$ cat config.mk
export PLATFORM = sky130hd
export DESIGN_NAME = color_histogram_percent_flat
export DESIGN_NICKNAME = d
export VERILOG_FILES = /design/src/rtl/core/chp_pkg.sv /design/src/rtl/core/chp_pixel_if.sv /design/src/rtl/core/chp_result_if.sv /design/src/rtl/core/chp_cfg_if.sv /design/src/rtl/core/chp_ram.sv /design/src/rtl/core/chp_pct_unit.sv /design/src/rtl/core/color_histogram_percent.sv /design/src/flat_wrapper.sv
export SDC_FILE = /design/constraint.sdc
export NUM_CORES = 2
export LEC_CHECK = 0
export BUFFER_PORTS_ARGS = -buffer_cell sky130_fd_sc_hd__clkbuf_2
export CAP_MARGIN = 20
export CORE_UTILIZATION = 50
export CTS_BUF_LIST = sky130_fd_sc_hd__clkbuf_16
export DETAILED_ROUTE_END_ITERATION = 12
export PLACE_DENSITY = 0.73
export SETUP_SLACK_MARGIN = 0.15
export SLEW_MARGIN = 5
export SYNTH_ARGS = -nofsm -noshare
export SYNTH_HDL_FRONTEND = slang
export SYNTH_SLANG_ARGS = --single-unit
$ cat constraint.sdc
create_clock -name clk -period 8.4 [get_ports clk]
set_input_delay 0.42 -clock clk [delete_from_list [all_inputs] [get_ports clk]]
set_output_delay 0.42 -clock clk [all_outputs]
set_load 0.01 [all_outputs]
$ cat src/rtl/core/chp_pkg.sv
// shared constants, types and helper functions for the color histogram block
`timescale 1ns / 1ps

package chp_pkg;

    localparam int COUNT_WIDTH   = 21;
    localparam int BIN_COUNT     = 64;
    localparam int BIN_W         = $clog2(BIN_COUNT);
    localparam int PCT_W         = 7;
    localparam int NUM_W         = COUNT_WIDTH + PCT_W;
    localparam int SAMPLE_W      = 8;
    localparam int COMP_W        = 2;
    localparam int TOP_W         = 2;
    localparam int PERCENT_SCALE = 100;

    localparam logic [COMP_W-1:0] COMP_RESET = 2'd3;
    localparam logic [COMP_W-1:0] COMP_RED   = 2'd1;
    localparam logic [COMP_W-1:0] COMP_GREEN = 2'd2;
    localparam logic [COMP_W-1:0] COMP_BLUE  = 2'd3;

    typedef logic [COUNT_WIDTH-1:0] count_t;
    typedef logic [BIN_W-1:0]       bin_t;
    typedef logic [PCT_W-1:0]       pct_t;
    typedef logic [NUM_W-1:0]       num_t;

    typedef struct packed {
        logic   start;
        count_t count;
        count_t total;
    } div_req_t;

    typedef struct packed {
        logic done;
        pct_t pct;
    } div_rsp_t;

    function automatic bin_t bin_of(
        input logic [SAMPLE_W-1:0] r,
        input logic [SAMPLE_W-1:0] g,
        input logic [SAMPLE_W-1:0] b,
        input logic [COMP_W-1:0]   cc
    );
        logic [TOP_W-1:0] rt;
        logic [TOP_W-1:0] gt;
        logic [TOP_W-1:0] bt;
        rt = (cc >= COMP_RED)   ? r[SAMPLE_W-1 -: TOP_W] : '0;
        gt = (cc >= COMP_GREEN) ? g[SAMPLE_W-1 -: TOP_W] : '0;
        bt = (cc >= COMP_BLUE)  ? b[SAMPLE_W-1 -: TOP_W] : '0;
        return {rt, gt, bt};
    endfunction

    function automatic count_t sat_inc(input count_t v);
        return (v == '1) ? v : v + count_t'(1);
    endfunction

    function automatic num_t times_scale(input count_t c);
        return num_t'(c) * num_t'(PERCENT_SCALE);
    endfunction

endpackage

$ cat src/rtl/core/chp_pixel_if.sv
// pixel request channel
`timescale 1ns / 1ps

interface chp_pixel_if
    import chp_pkg::*;
();
    logic                valid;
    logic                ready;
    logic [SAMPLE_W-1:0] red;
    logic [SAMPLE_W-1:0] green;
    logic [SAMPLE_W-1:0] blue;
    logic                last_pixel;

    modport source (output valid, red, green, blue, last_pixel, input ready);
    modport sink   (input valid, red, green, blue, last_pixel, output ready);
endinterface

$ cat src/rtl/core/chp_result_if.sv
// histogram result channel
`timescale 1ns / 1ps

interface chp_result_if
    import chp_pkg::*;
();
    logic             valid;
    logic             ready;
    logic [BIN_W-1:0] bin_index;
    logic [PCT_W-1:0] percent;
    logic             last_bin;

    modport source (output valid, bin_index, percent, last_bin, input ready);
    modport sink   (input valid, bin_index, percent, last_bin, output ready);
endinterface

$ cat src/rtl/core/chp_cfg_if.sv
// component count configuration write channel
`timescale 1ns / 1ps

interface chp_cfg_if
    import chp_pkg::*;
();
    logic              valid;
    logic              ready;
    logic [COMP_W-1:0] component_count;

    modport source (output valid, component_count, input ready);
    modport sink   (input valid, component_count, output ready);
endinterface

$ cat src/rtl/core/chp_ram.sv
// generic single write port ram with registered read
`timescale 1ns / 1ps

module chp_ram #(
    parameter int WIDTH = 8,
    parameter int DEPTH = 16
) (
    input  logic                     clk,
    input  logic                     we,
    input  logic [$clog2(DEPTH)-1:0] waddr,
    input  logic [WIDTH-1:0]         wdata,
    input  logic [$clog2(DEPTH)-1:0] raddr,
    output logic [WIDTH-1:0]         rdata
);

    logic [WIDTH-1:0] mem [DEPTH];
    logic [WIDTH-1:0] rdata_reg;

    always_ff @(posedge clk)
    begin
        if (we)
        begin
            mem[waddr] <= wdata;
        end
        rdata_reg <= mem[raddr];
    end

    assign rdata = rdata_reg;

endmodule

$ cat src/rtl/core/chp_pct_unit.sv
// restoring divider giving floor(count*100/total), one quotient bit per cycle
`timescale 1ns / 1ps

module chp_pct_unit
    import chp_pkg::*;
(
    input  logic     clk,
    input  logic     rst_n,
    input  div_req_t req,
    output div_rsp_t rsp
);

    localparam int STEP_W = $clog2(PCT_W);

    num_t              rem_reg,  rem_next;
    num_t              dvs_reg,  dvs_next;
    pct_t              q_reg,    q_next;
    logic [STEP_W-1:0] step_reg, step_next;
    logic              busy_reg, busy_next;
    logic              done_reg, done_next;
    logic              ge;

    assign ge = (rem_reg >= dvs_reg);

    always_comb
    begin
        rem_next  = rem_reg;
        dvs_next  = dvs_reg;
        q_next    = q_reg;
        step_next = step_reg;
        busy_next = busy_reg;
        done_next = 1'b0;
        if (req.start)
        begin
            rem_next  = times_scale(req.count);
            dvs_next  = num_t'(req.total) << (PCT_W - 1);
            q_next    = '0;
            step_next = STEP_W'(PCT_W - 1);
            busy_next = 1'b1;
        end
        else if (busy_reg)
        begin
            rem_next = ge ? (rem_reg - dvs_reg) : rem_reg;
            dvs_next = dvs_reg >> 1;
            q_next   = {q_reg[PCT_W-2:0], ge};
            if (step_reg == '0)
            begin
                busy_next = 1'b0;
                done_next = 1'b1;
            end
            else
            begin
                step_next = step_reg - STEP_W'(1);
            end
        end
    end

    always_ff @(posedge clk or negedge rst_n)
    begin
        if (!rst_n)
        begin
            step_reg <= '0;
            busy_reg <= 1'b0;
            done_reg <= 1'b0;
        end
        else
        begin
            step_reg <= step_next;
            busy_reg <= busy_next;
            done_reg <= done_next;
        end
    end

    always_ff @(posedge clk)
    begin
        rem_reg <= rem_next;
        dvs_reg <= dvs_next;
        q_reg   <= q_next;
    end

    assign rsp.done = done_reg;
    assign rsp.pct  = q_reg;

endmodule

$ cat src/rtl/core/color_histogram_percent.sv
// top level of the 64-bin color histogram with percent report
`timescale 1ns / 1ps

// Pixels arrive on the pixel channel (red, green, blue, last_pixel). For each
// pixel, the accept cycle reads its bin from the count RAM and the next cycle
// writes the saturated increment back; ready is low during it.
// The cfg channel is always ready and sets component_count (reset value 3);
// write it only while no image is being reported.
// After the pixel marked last is counted, the block reports all 64 bins in
// order on the result channel, then clears its counts and takes pixels again.
// Each bin passes through a RAM read, a load of count*100 into the divider,
// 7 restoring divide steps plus a done flag, and the placing of the result.
// The result sits in an output register; a stalled receiver holds the report
// at the current bin with no loss. Bin counts are cleared by per-bin valid
// flags, so reset and the end of a report need no clearing sweep.
// Reset clears all counts and flags and leaves the block ready for pixels.
module color_histogram_percent
    import chp_pkg::*;
(
    input  logic            clk,
    input  logic            rst_n,
    chp_pixel_if.sink       pixel,
    chp_cfg_if.sink         cfg,
    chp_result_if.source    result
);

    typedef enum logic [5:0] {
        S_IDLE = 6'b000001,
        S_INC  = 6'b000010,
        S_READ = 6'b000100,
        S_LOAD = 6'b001000,
        S_DIV  = 6'b010000,
        S_EMIT = 6'b100000
    } state_t;

    state_t                 state_reg,   state_next;
    logic [COMP_W-1:0]      cc_reg;
    count_t                 total_reg,   total_next;
    bin_t                   bin_reg,     bin_next;
    logic                   last_reg,    last_next;
    logic [BIN_COUNT-1:0]   valid_reg,   valid_next;
    logic                   rvld_reg;
    logic                   ovalid_reg,  ovalid_next;
    bin_t                   obin_reg,    obin_next;
    pct_t                   opct_reg,    opct_next;
    logic                   olast_reg,   olast_next;

    logic     pix_acc;
    logic     slot_free;
    bin_t     raddr;
    count_t   rdata;
    count_t   cur_count;
    div_req_t div_req;
    div_rsp_t div_rsp;

    assign pixel.ready = (state_reg == S_IDLE);
    assign cfg.ready   = 1'b1;
    assign pix_acc     = pixel.valid && pixel.ready;
    assign slot_free   = !ovalid_reg || result.ready;

    assign raddr = (state_reg == S_IDLE)
                 ? bin_of(pixel.red, pixel.green, pixel.blue, cc_reg)
                 : bin_reg;
    assign cur_count = rvld_reg ? rdata : '0;

    chp_ram #(
        .WIDTH (COUNT_WIDTH),
        .DEPTH (BIN_COUNT)
    ) u_counts (
        .clk   (clk),
        .we    (state_reg == S_INC),
        .waddr (bin_reg),
        .wdata (sat_inc(cur_count)),
        .raddr (raddr),
        .rdata (rdata)
    );

    assign div_req.start = (state_reg == S_LOAD);
    assign div_req.count = cur_count;
    assign div_req.total = total_reg;

    chp_pct_unit u_pct (
        .clk   (clk),
        .rst_n (rst_n),
        .req   (div_req),
        .rsp   (div_rsp)
    );

    always_comb
    begin
        state_next  = state_reg;
        total_next  = total_reg;
        bin_next    = bin_reg;
        last_next   = last_reg;
        valid_next  = valid_reg;
        ovalid_next = ovalid_reg;
        obin_next   = obin_reg;
        opct_next   = opct_reg;
        olast_next  = olast_reg;
        if (ovalid_reg && result.ready)
        begin
            ovalid_next = 1'b0;
        end
        case (state_reg)
            S_IDLE:
            begin
                if (pix_acc)
                begin
                    bin_next   = raddr;
                    last_next  = pixel.last_pixel;
                    state_next = S_INC;
                end
            end
            S_INC:
            begin
                total_next          = sat_inc(total_reg);
                valid_next[bin_reg] = 1'b1;
                if (last_reg)
                begin
                    bin_next   = '0;
                    state_next = S_READ;
                end
                else
                begin
                    state_next = S_IDLE;
                end
            end
            S_READ:
            begin
                state_next = S_LOAD;
            end
            S_LOAD:
            begin
                state_next = S_DIV;
            end
            S_DIV:
            begin
                if (div_rsp.done)
                begin
                    state_next = S_EMIT;
                end
            end
            S_EMIT:
            begin
                if (slot_free)
                begin
                    ovalid_next = 1'b1;
                    obin_next   = bin_reg;
                    opct_next   = div_rsp.pct;
                    olast_next  = (bin_reg == '1);
                    if (bin_reg == '1)
                    begin
                        valid_next = '0;
                        total_next = '0;
                        state_next = S_IDLE;
                    end
                    else
                    begin
                        bin_next   = bin_reg + bin_t'(1);
                        state_next = S_READ;
                    end
                end
            end
            default:
            begin
                state_next = S_IDLE;
            end
        endcase
    end

    always_ff @(posedge clk or negedge rst_n)
    begin
        if (!rst_n)
        begin
            state_reg  <= S_IDLE;
            cc_reg     <= COMP_RESET;
            total_reg  <= '0;
            bin_reg    <= '0;
            last_reg   <= 1'b0;
            valid_reg  <= '0;
            rvld_reg   <= 1'b0;
            ovalid_reg <= 1'b0;
        end
        else
        begin
            state_reg  <= state_next;
            total_reg  <= total_next;
            bin_reg    <= bin_next;
            last_reg   <= last_next;
            valid_reg  <= valid_next;
            rvld_reg   <= valid_reg[raddr];
            ovalid_reg <= ovalid_next;
            if (cfg.valid && cfg.ready)
            begin
                cc_reg <= cfg.component_count;
            end
        end
    end

    always_ff @(posedge clk)
    begin
        obin_reg  <= obin_next;
        opct_reg  <= opct_next;
        olast_reg <= olast_next;
    end

    assign result.valid     = ovalid_reg;
    assign result.bin_index = obin_reg;
    assign result.percent   = opct_reg;
    assign result.last_bin  = olast_reg;

`ifndef NO_ASSERTIONS
    a_pixel_to_inc: assert property (@(posedge clk) disable iff (!rst_n)
        pix_acc |=> state_reg == S_INC)
        else $error("accepted pixel did not move to the increment step");

    a_total_nonzero: assert property (@(posedge clk) disable iff (!rst_n)
        state_reg == S_LOAD |-> total_reg != '0)
        else $error("percent division started with an empty total");

    a_result_from_emit: assert property (@(posedge clk) disable iff (!rst_n)
        $rose(ovalid_reg) |-> $past(state_reg == S_EMIT))
        else $error("result appeared outside the emit step");

    a_pct_range: assert property (@(posedge clk) disable iff (!rst_n)
        state_reg == S_EMIT |-> div_rsp.pct <= pct_t'(PERCENT_SCALE))
        else $error("percent above full scale");
`endif

endmodule
$ cat src/flat_wrapper.sv
// flat-port wrapper written by rule: the top's interface ports become plain ports
module color_histogram_percent_flat import chp_pkg::*;
  (clk, rst_n, pixel_valid, pixel_red, pixel_green, pixel_blue, pixel_last_pixel, pixel_ready, cfg_valid, cfg_component_count, cfg_ready, result_valid, result_bin_index, result_percent, result_last_bin, result_ready);
  chp_pixel_if pixel_i ();
  chp_cfg_if cfg_i ();
  chp_result_if result_i ();
  input  logic clk;
  input  logic rst_n;
  input wire logic [$bits(pixel_i.valid)-1:0] pixel_valid;
  input wire logic [$bits(pixel_i.red)-1:0] pixel_red;
  input wire logic [$bits(pixel_i.green)-1:0] pixel_green;
  input wire logic [$bits(pixel_i.blue)-1:0] pixel_blue;
  input wire logic [$bits(pixel_i.last_pixel)-1:0] pixel_last_pixel;
  output wire logic [$bits(pixel_i.ready)-1:0] pixel_ready;
  input wire logic [$bits(cfg_i.valid)-1:0] cfg_valid;
  input wire logic [$bits(cfg_i.component_count)-1:0] cfg_component_count;
  output wire logic [$bits(cfg_i.ready)-1:0] cfg_ready;
  output wire logic [$bits(result_i.valid)-1:0] result_valid;
  output wire logic [$bits(result_i.bin_index)-1:0] result_bin_index;
  output wire logic [$bits(result_i.percent)-1:0] result_percent;
  output wire logic [$bits(result_i.last_bin)-1:0] result_last_bin;
  input wire logic [$bits(result_i.ready)-1:0] result_ready;
  assign pixel_i.valid = pixel_valid;
  assign pixel_i.red = pixel_red;
  assign pixel_i.green = pixel_green;
  assign pixel_i.blue = pixel_blue;
  assign pixel_i.last_pixel = pixel_last_pixel;
  assign pixel_ready = pixel_i.ready;
  assign cfg_i.valid = cfg_valid;
  assign cfg_i.component_count = cfg_component_count;
  assign cfg_ready = cfg_i.ready;
  assign result_valid = result_i.valid;
  assign result_bin_index = result_i.bin_index;
  assign result_percent = result_i.percent;
  assign result_last_bin = result_i.last_bin;
  assign result_i.ready = result_ready;
  color_histogram_percent u_core (.clk(clk), .rst_n(rst_n), .pixel(pixel_i), .cfg(cfg_i), .result(result_i));
endmodule
==> flow_results.org <==
** Clock network
- At the later pin of the worst-skew pair, clock insertion delay measures 0.78 ns.
- H-tree depth :: 4
- Counting every sink on the clock net gives 1548.
- Number of CTS-inserted buffers :: 155
- CTS tree :: done
- Post-CTS repair changed the size of 0 cells.
- Clk Tree Root Cell :: sky130_fd_sc_hd__clkbuf_16
- Max Buffers Root-to-Sink :: 3
- Clock-pin slew was measured on the worst setup and hold paths at 0.06 ns.

** Timing
- Setup violations remaining at the end of the flow were counted as 0.
- Setup repair after global routing left no endpoint under its margin.
- Final hold analysis gives a worst-case slack of 0.203 ns.
- Headroom to the max-slew limit came out at 29.6%.
- The worst path in the final design needs a cycle of 4.79 ns, including I/O delays and setup.
- Total negative slack :: 0 ns
- The final-report hold violation count came to 0.
- Derived from the worst setup path, the maximum achievable clock frequency is 209 MHz.
- Largest clock skew in the final design :: 0.0277 ns
- Of the available clock period, the critical path in the final layout requires 57.0%.
- Slew Limit Fails :: 0
- At the pin with the least slew margin, the transition time is 1.05 ns.

** Run status
- Result of the run :: completed

** Pwr
- Net switching component of the power :: 9630 µW
- Power share of the sequential group :: 37.9%
- Per report_power, the clock group accounts for 26.3% of the total.
- In this run, the combinational gates consume 35.8% of the power.
- Cell Pwr Density :: 361 mW/mm²
- Net switching is 36.7% of the power.
- Internal power comes to 16600 µW.
- The analysis attributes to cell leakage a power of 0.0246 µW.
- Largest voltage drop on the vdd net :: 486 µV

** Drt
- Detailed Route Iter0 Violations :: 4554
- The first detailed-routing pass ran for 5 iterations.
- In the routed design, unresolved DRC markers number 0.
- The count of nets left with antenna violations once routing finished came out at 0.
- Total wire length after detailed routing :: 161 mm
- Average wire length per cell after detail routing :: 26.8 µm
- Dividing the detail-routed via count by the number of cells gives 6.24.
- The final route contains 37600 vias.

** Setup path
- Type of element launching the critical path :: register
- By startpoint and endpoint, the worst setup path is classified as reg2reg.
- The cell that appears most often on the critical path is sky130_fd_sc_hd__buf_4.
- Type of element capturing the critical path :: register
- In this design, the largest share of critical-path delay is due to simple AND/OR/NAND/NOR gates.
- Maximum fanout count along the critical path :: 122
- Internal reg-to-reg setup slack :: 3.61 ns
- Data required time of the critical path :: 9.05 ns
- The slowest stage of the critical path belongs to the cell sky130_fd_sc_hd__buf_4.
- Critical Path Max Stage Delay :: 0.74 ns
- Crit path buffers/inverters :: 2
- Cells along the critical path :: or4_4, or3_1, and2_1, buf_4, nand2_8, buf_4, o22ai_1, o21ai_0, a21oi_1, nor4_2
- Worst path arrival time :: 5.44 ns

** Global routing
- For this run, global-route usage on met1 was measured as 33.4%.
- Entering global routing, the biggest net connects 132 pins.
- The first global-routing pass estimated 238 mm of wire.
- Number of antenna violations at the first check in global routing :: 3
- Remaining global-route overflow :: 0
- Global-route track usage on met3 :: 5.68%
- For met2 alone, demand over resource in global routing was 38.3%.
- Global-route layer with the greatest usage :: met2
- Global routing used 24.6% of the available tracks across all layers.
- The via count of the first global-routing pass was 36900.

** Synth
- Yosys mapped the design onto 83 distinct sky130hd cell types.
- For this run, the leading register cell type out of synthesis is sky130_fd_sc_hd__edfxtp_1.
- Average cell area after synthesis :: 15.8 µm²
- The mapped netlist covers 0.0647 mm².
- Number of synthesis warnings :: 0
- Ys async rst share :: 6.91%
- Mapped Cells :: 4100
- Flip-flop and latch count after synthesis :: 1548
- After synthesis, flip-flops and latches occupy 70.4% of the total area.
- When the netlist entered floorplanning its net count stood at 4234.
- Post-synth EDFFs :: 1405

** Floorplan
- Number of core rows :: 131
- Measured along the x axis, the die boundary spans 362 µm.
- The initial utilization of the core area, before any placement, comes to 50.6%.
- Top Ports :: 49
- The floorplan step defined a die boundary enclosing 0.131 mm².
- In this run the standard cell core region covers 0.128 mm².
- The floorplan step set the die height to 362 µm.

** Placed design
- Placer congestion estimate :: 0.904
- Sum of net half-perimeters after detailed placement :: 90.4 mm
- Buffers on Ports :: 29

** Min path
- Path type of the worst min-delay path :: in2async

** Final layout
- Cells with a size suffix above 1 make up 19.2% of the layout.
- Number of nets in the layout :: 4301
- Compared with the post-synthesis result, the final layout area differs by 12.1%.
- Flip-flop count of the largest register, all copies and words added :: 1344

** Flow run
- Max-cap violations in this run came to 0.
==> final cells by class <==
class / count / area [µm²]
multi-input cells: 2191 / 18100
flip-flops and latches: 1548 / 45600
repair buffers: 159 / 1250
fillers: 9509 / 55400
clock inverters: 121 / 1120
clock buffers: 159 / 3980
diodes: 1 / 2.50
well taps: 1729 / 2160
inverters: 112 / 425
==> power groups by stage <==
stage | clock network [µW] | registers [µW] | logic (µW)
2_1_floorplan | 0 | 10000 | 6120
3_3_place_gp | 0 | 10100 | 9030
3_5_place_dp | 0 | 10100 | 9220
4_1_cts | 6960 | 9930 | 9290
5_1_grt | 7270 | 9950 | 10000
6_report | 6890 | 9940 | 9400
==> through the flow <==
stage / util [%] / worst slack (ns) / total power (µW) / instances / area [µm²]
floorplan: - / 3.35 / 16100 / 4100 / 64700
global placement: 52.6 / 3.81 / 19100 / 5729 / 67400
CTS: 56.7 / 3.68 / 26200 / 6017 / 72600
global route: 56.7 / 3.45 / 27200 / 6019 / 72600
detailed placement: 52.6 / 3.73 / 19300 / 5729 / 67400
finish: 56.7 / 3.61 / 26200 / 6020 / 72600
==> metal layers <==
layer	wire length, µm	share of wire, %
met1	63800	40
met2	75300	47
met3	15400	9.6
met4	6610	4.1
met5	31	0.019
==> layout by cell type (no fill, tap or decap), drive strengths merged, types with 8 or more instances in the layout <==
cell,n
edfxtp,1405
mux2,183
clkbuf,188
nand2,350
nor4,26
xnor2,37
nand2b,13
mux4,176
buf,122
o211ai,12
o21ai,149
bufinv,15
nand4,13
and3,28
o221ai,89
o31ai,27
dfxtp,36
xor2,49
a31oi,98
nor2,251
nor2b,13
clkinv,58
o21a,9
a22oi,67
a211oi,32
fa,16
a21oi,145
a22o,27
or3,10
dlygate4sd3,8
dfrtp,104
o22ai,97
a21o,23
nor3,24
inv,155
and2,28
mux2i,15
ha,86
nand3,44
==> worst paths after layout <==
kind                                                    startpoint  cells after the start                                 end
worst max register to register     u_core.state_reg[5]$_DFFE_PN0P_                     10   u_core.u_counts.rdata[10]$_DFF_P_
max in group asynchronous                                    rst_n                      3    u_core.valid_reg[39]$_DFFE_PN0P_
min in group clk                                     pixel_blue[6]                      4       u_core.bin_reg[0]$_DFFE_PN0P_
worst min-delay path                                         rst_n                      2     u_core.state_reg[3]$_DFFE_PN0P_
worst max-delay path               u_core.state_reg[5]$_DFFE_PN0P_                     10   u_core.u_counts.rdata[10]$_DFF_P_
worst min register to register  u_core.u_pct.q_reg[6]$_SDFFE_PP0P_                      0  u_core.result.percent[6]$_DFFE_PP_
==> synth_stat cells, types with 25 or more instances <==
cell | count | area, µm²
sky130_fd_sc_hd__dfxtp_1 | 36 | 721
sky130_fd_sc_hd__a22o_1 | 27 | 236
sky130_fd_sc_hd__nor2_1 | 251 | 942
sky130_fd_sc_hd__a22oi_1 | 67 | 503
sky130_fd_sc_hd__ha_1 | 86 | 1080
sky130_fd_sc_hd__buf_4 | 25 | 188
sky130_fd_sc_hd__mux2_1 | 47 | 529
sky130_fd_sc_hd__mux2_2 | 135 | 1520
sky130_fd_sc_hd__and3_1 | 28 | 175
sky130_fd_sc_hd__and2_1 | 27 | 169
sky130_fd_sc_hd__o31ai_1 | 27 | 203
sky130_fd_sc_hd__o22ai_1 | 97 | 607
sky130_fd_sc_hd__a21oi_1 | 145 | 726
sky130_fd_sc_hd__buf_2 | 55 | 275
sky130_fd_sc_hd__xor2_1 | 49 | 429
sky130_fd_sc_hd__clkbuf_1 | 131 | 492
sky130_fd_sc_hd__nand2_1 | 348 | 1310
sky130_fd_sc_hd__inv_1 | 111 | 417
sky130_fd_sc_hd__xnor2_1 | 37 | 324
sky130_fd_sc_hd__nand3_1 | 44 | 220
sky130_fd_sc_hd__mux4_2 | 175 | 3940
sky130_fd_sc_hd__dfrtp_1 | 104 | 2600
sky130_fd_sc_hd__edfxtp_1 | 1405 | 42200
sky130_fd_sc_hd__o21ai_1 | 30 | 150
sky130_fd_sc_hd__o21ai_0 | 119 | 596
sky130_fd_sc_hd__a31oi_1 | 98 | 613
sky130_fd_sc_hd__o221ai_1 | 89 | 780
==> kinds of logic after synthesis <==
kind of cell / Yosys count / synth area share, %
DFF: 1548 / 70.4
muxes: 374 / 9.57
AOI/OAI and AO/OA: 807 / 8.29
and+or+nand+nor: 821 / 5.78
buffers and inverters: 361 / 2.62
xor gates and xnor gates: 86 / 1.16
other: 1 / 0.00579
adders and majority gates: 102 / 2.16
==> timing repair <==
item / CTS / global route
setup buffers: 0 / 0
hold buffers: 8 / 0
hold endpoints to repair: 47 / 0
No activity file was read; power rests on OpenSTA's default activity.
